--- src/sv/kcc_pkg.sv ---
// Shared types, codes and constants for the key chord combo detector.
`timescale 1ns / 1ps

package kcc_pkg;

	// Fixed field widths
	localparam int MaskW   = 32;
	localparam int KeyW    = 10;
	localparam int SlotW   = 5;
	localparam int StatusW = 2;
	localparam int OpW     = 2;

	// Depth of the job queue between front and back
	localparam int QueueDepth = 4;

	// Parameter defaults
	localparam int DefaultNumKeys   = 512;
	localparam int DefaultNumCombos = 32;

	// Input opcodes
	localparam logic [OpW-1:0] OP_DEFINE  = 2'd0;
	localparam logic [OpW-1:0] OP_PRESS   = 2'd1;
	localparam logic [OpW-1:0] OP_RELEASE = 2'd2;

	// Define status codes
	localparam logic [StatusW-1:0] ST_OK        = 2'd0;
	localparam logic [StatusW-1:0] ST_SLOT_USED = 2'd1;
	localparam logic [StatusW-1:0] ST_KEY_RANGE = 2'd2;
	localparam logic [StatusW-1:0] ST_SAME_KEY  = 2'd3;

	// Kind of work handed to the back end
	typedef enum logic [1:0] {
		JOB_SINGLE,
		JOB_PRESS,
		JOB_RELEASE
	} job_kind_t;

	// One queued job: a single result, or a scan over combo bits
	typedef struct packed {
		job_kind_t            kind;
		logic [KeyW-1:0]      key;
		logic                 down;
		logic                 cork;
		logic [StatusW-1:0]   status;
		logic [MaskW-1:0]     bits;
		logic [MaskW-1:0]     full;
	} job_t;

	// Front end states
	typedef enum logic [2:0] {
		F_IDLE,
		F_KEY,
		F_DEF,
		F_DEF_RD,
		F_DEF_SEC
	} front_state_t;

	// Back end states
	typedef enum logic [3:0] {
		B_IDLE,
		B_ONE,
		B_NEXT,
		B_P_FIRST,
		B_P_SECOND,
		B_P_COMBO,
		B_R_RDA,
		B_R_RDB,
		B_R_COMBO,
		B_R_A,
		B_R_B
	} back_state_t;

endpackage

--- src/sv/kcc_queue.sv ---
// Short job queue between front end and back end.
`timescale 1ns / 1ps

module kcc_queue (
	input  logic          clk,
	input  logic          arst_n,
	input  logic          push,
	input  kcc_pkg::job_t push_job,
	output logic          full,
	input  logic          pop,
	output kcc_pkg::job_t head,
	output logic          empty
);
	import kcc_pkg::*;

	localparam int PtrW = (QueueDepth > 1) ? $clog2(QueueDepth) : 1;
	localparam int CntW = $clog2(QueueDepth + 1);
	localparam logic [PtrW-1:0] LastPtr = PtrW'(QueueDepth - 1);

	job_t            entries_q [QueueDepth];
	logic [PtrW-1:0] wr_ptr_q;
	logic [PtrW-1:0] rd_ptr_q;
	logic [CntW-1:0] count_q;

	assign full  = count_q == CntW'(QueueDepth);
	assign empty = count_q == '0;
	assign head  = entries_q[rd_ptr_q];

	// Storage
	always_ff @(posedge clk) begin
		if (push) begin
			entries_q[wr_ptr_q] <= push_job;
		end
	end

	// Pointers and fill count
	always_ff @(posedge clk or negedge arst_n) begin
		if (!arst_n) begin
			wr_ptr_q <= '0;
			rd_ptr_q <= '0;
			count_q  <= '0;
		end else begin
			if (push) begin
				wr_ptr_q <= (wr_ptr_q == LastPtr) ? '0 : wr_ptr_q + 1'b1;
			end
			if (pop) begin
				rd_ptr_q <= (rd_ptr_q == LastPtr) ? '0 : rd_ptr_q + 1'b1;
			end
			case ({push, pop})
				2'b10:   count_q <= count_q + 1'b1;
				2'b01:   count_q <= count_q - 1'b1;
				default: count_q <= count_q;
			endcase
		end
	end

`ifndef SYNTHESIS
	a_no_overflow: assert property (@(posedge clk) disable iff (!arst_n)
		push |-> !full)
		else $error("job pushed into full queue");
	a_no_underflow: assert property (@(posedge clk) disable iff (!arst_n)
		pop |-> !empty)
		else $error("job popped from empty queue");
`endif

endmodule

--- config.mk ---
export PLATFORM = sky130hd
export DESIGN_NAME = kcc_queue
export DESIGN_NICKNAME = d
export VERILOG_FILES = /design/src/sv/kcc_pkg.sv /design/src/sv/kcc_queue.sv
export SDC_FILE = /design/constraint.sdc
export NUM_CORES = 1
export LEC_CHECK = 0
export ABC_AREA = 0
export BUFFER_PORTS_ARGS = -buffer_cell sky130_fd_sc_hd__buf_4
export CAP_MARGIN = 20
export CORE_MARGIN = 4
export CORE_UTILIZATION = 30
export CTS_CLUSTER_SIZE = 16
export DETAILED_ROUTE_END_ITERATION = 12
export HOLD_SLACK_MARGIN = 0.02
export PLACE_DENSITY = 0.49
export SKIP_CTS_REPAIR_TIMING = 1
export SYNTH_ARGS = -nofsm -noshare
export SYNTH_HDL_FRONTEND = slang
export SYNTH_SLANG_ARGS = --single-unit
--- constraint.sdc ---
create_clock -name clk -period 3 [get_ports clk]
set_input_delay 0.15 -clock clk [delete_from_list [all_inputs] [get_ports clk]]
set_output_delay 0.15 -clock clk [all_outputs]
set_load 0.05 [all_outputs]
==> flow_metrics.env <==
export IMPL_status="finished clean"
export IMPL_die_h_um=208
export IMPL_clk_pin_slew_worst_paths_ns=0.06
export IMPL_syn_area_per_cell_sq_um=26.4
export IMPL_hold_viol_final=0
export IMPL_drcViolationCount=0
export IMPL_area_growth_pct=31.4
export IMPL_gp_congestion=0.694
export IMPL_yosysWarnings=0
export IMPL_antenna_left=0
export IMPL_fin_ws_ns=0.418
export IMPL_crit_type="flip-flop to output pin"
export IMPL_cp_end_kind="output pin"
export IMPL_rsz0062_at_grt="no"
export IMPL_first_global_vias=6095
export IMPL_leakage_nw=5.41
export IMPL_synthArstFlopShare=0.0214
export IMPL_cts_sinks=327
export IMPL_power_density_mw_per_mm2=1050
export IMPL_antenna_cells=0
export IMPL_rows=73
export IMPL_vdd_drop_max_mv=0.702
export IMPL_dp_cells=1140
export IMPL_fp_dieW_um=208
export IMPL_max_slew_margin_rel=0.617
export IMPL_grt_pass1_wl_mm=37.3
export IMPL_fmax_ghz=0.387
export IMPL_numPortBuffers=165
export IMPL_synth_fa_ha_area_frac=0.00790
export IMPL_fin_cells=1283
export IMPL_core_area_sq_mm=0.0397
export IMPL_crit_arrival_ns=2.43
export IMPL_initial_core_util=0.303
export IMPL_synth_top_area_cell="edfxtp_1"
export IMPL_detailed_place_hpwl_mm=14.9
export IMPL_cts_buffers=36
export IMPL_ys_seq_elements=327
export IMPL_clk_latency_ns=0.52
export IMPL_grt_max_degree=46
export IMPL_netlist_area_sq_mm=0.0120
export IMPL_seq_area_sq_mm=0.00979
export IMPL_drtIter0Drc=222
export IMPL_overflow=0
export IMPL_cts_buffer_depth=3
export IMPL_yosysUniqueCellTypes=21
export IMPL_wirelength_mm=24.7
export IMPL_synth_top_cell_area_share=0.798
export IMPL_start_kind="flip-flop"
export IMPL_final_max_slew_viol_count=0
export IMPL_ys_flop_type="edfxtp_1"
export IMPL_synth_area_leaders="edfxtp_1 (80%), mux4_2 (15%), dfrtp_1 (1.5%)"
export IMPL_multi_input_area_sq_mm=0.00203
export IMPL_finClkSkew_ns=0.00755
export IMPL_cts_tree="built"
export IMPL_setup_tns_ns=0
export IMPL_worstPathMaxFanout=34
export IMPL_drt_pass1_iter_count=4
export IMPL_period_minus_slack_ns=2.58
export IMPL_report_power_total_w=0.0167
export IMPL_wl_per_cell_um=19.3
export IMPL_synth_nets=547
export IMPL_place_ws_ns=0.877
export IMPL_drive_gt1_frac=0.413
export IMPL_nets=828
export IMPL_dieArea_sq_mm=0.0434
export IMPL_pin_count=166
export IMPL_drv_cap=0
export IMPL_synth_simple_area_share=0.00447
export IMPL_ys_seq_area_frac=0.813
export IMPL_synth_edf_count=320
export IMPL_viasPerCell=4.43
export IMPL_grt_usage=0.112
export IMPL_tightest_slew_ns=0.575
export IMPL_antenna_found_initial=0
export IMPL_cts_root_buf="clkbuf_16"
export IMPL_n_fill_cell=3561
export IMPL_synth_compound_area_frac=0.000832
export IMPL_finalSetupViolations=0
export IMPL_synth_cells=456
export IMPL_crit_required_ns=2.85
export IMPL_timing_final_crit_share=0.861
export IMPL_htree_levels=2
export IMPL_synth_top_family_by_area="multiplexers"
export IMPL_holdCritPathClass="input pin to flip-flop"
export IMPL_synth_xor_area_frac=0.00218
export IMPL_vias=5689
export IMPL_synthMuxAreaShare=0.152
## cells in the mapped netlist, types with 2 or more instances
cell type,n
and2_1,4
buf_12,7
buf_2,9
dfrtp_1,7
edfxtp_1,320
ha_1,6
inv_1,6
mux2_2,2
mux4_2,80
nor2_1,2
o21ai_0,2
xor2_1,2
## registers in the layout, summed over array words and instances, names as in the netlist
signal	cells
rd_ptr_q	2
count_q	3
wr_ptr_q	2
entries_q	320
## kinds of logic after synthesis
group                      count (synthesis)
AOI/OAI and AO/OA                          2
xor gates and xnor gates                   3
adders and majority gates                  7
buffers and inverters                     24
DFF                                      327
muxes                                     83
and+or+nand+nor                           10
## cell type report
type                            count  area share
Clock buffer                       44      0.0602
Clock inverter                     15     0.00696
Tap cell                          525      0.0415
Multi-Input combinational cell    105       0.128
Inverter                            6     0.00142
Sequential cell                   327       0.619
Timing Repair Buffer              261       0.143
## metrics by stage
step,utilization,area [sq um],hold slack [ns]
final,0.398,15800,0.371
after global placement,0.350,13900,-0.0163
after global routing,0.398,15800,0.345
after detailed placement,0.350,13900,-0.0148
after floorplan,-,12000,-0.146
after CTS,0.377,15000,-0.600
## layer usage
layer / vias up / part of all wire / track usage
li1: 2516 / - / -
met1: 2990 / 0.42 / 0.140
met2: 143 / 0.51 / 0.190
met3: 40 / 0.052 / 0.0306
met4: 0 / 0.024 / 0.0396
met5: - / 0 / 0
## power by group
part / internal (W) / switching [W] / leakage, nW
logic: 0.00231 / 0.00419 / 1.88
registers: 0.00586 / 0.000307 / 3.02
clock network: 0.00233 / 0.00165 / 0.513
total: 0.0105 / 0.00615 / 5.41
## final timing paths
path                             startpoint               end  slack [ns]  cells past startpoint
worst min register to register   count_q[2]        count_q[2]        0.51                      1
min in group asynchronous            arst_n       rd_ptr_q[1]        0.67                      3
max in group asynchronous            arst_n       rd_ptr_q[0]        2.00                      3
worst max-delay path            rd_ptr_q[0]          head[57]        0.42                      3
worst min-delay path            push_job[3]   entries_q[2][3]        0.37                      2
worst max register to register  wr_ptr_q[0]  entries_q[2][27]        1.21                      4
## cell usage in the layout, fill, tap and decap left out
master | netlist | final
edfxtp_1 | 320 | 320
buf_4 | 0 | 170
dlygate4sd3_1 | 0 | 84
mux4_2 | 80 | 80
clkbuf_16 | 0 | 37
clkbuf_1 | 0 | 7
buf_12 | 7 | 7
inv_1 | 6 | 6
ha_1 | 6 | 6
clkinv_2 | 0 | 5
dfrtp_1 | 7 | 5
and2_4 | 0 | 4
clkinv_1 | 0 | 4
clkinvlp_4 | 0 | 3
o21ai_0 | 2 | 2
nor2_1 | 2 | 2
mux2_2 | 2 | 2
xor2_1 | 2 | 2
clkinv_4 | 0 | 2
dfrtp_4 | 0 | 2
nor3_1 | 1 | 1
and3_1 | 1 | 1
mux2i_1 | 1 | 1
xnor2_1 | 1 | 1
or3_1 | 1 | 1
nand2_1 | 1 | 1
fa_1 | 1 | 1
bufinv_16 | 0 | 1
## critical path, stage by stage (launching register included)
cell and delay (ns):
dfrtp_4 0.74, buf_12 0.34, mux4_2 0.57, buf_4 0.21
No activity file was read; power rests on OpenSTA's default activity.
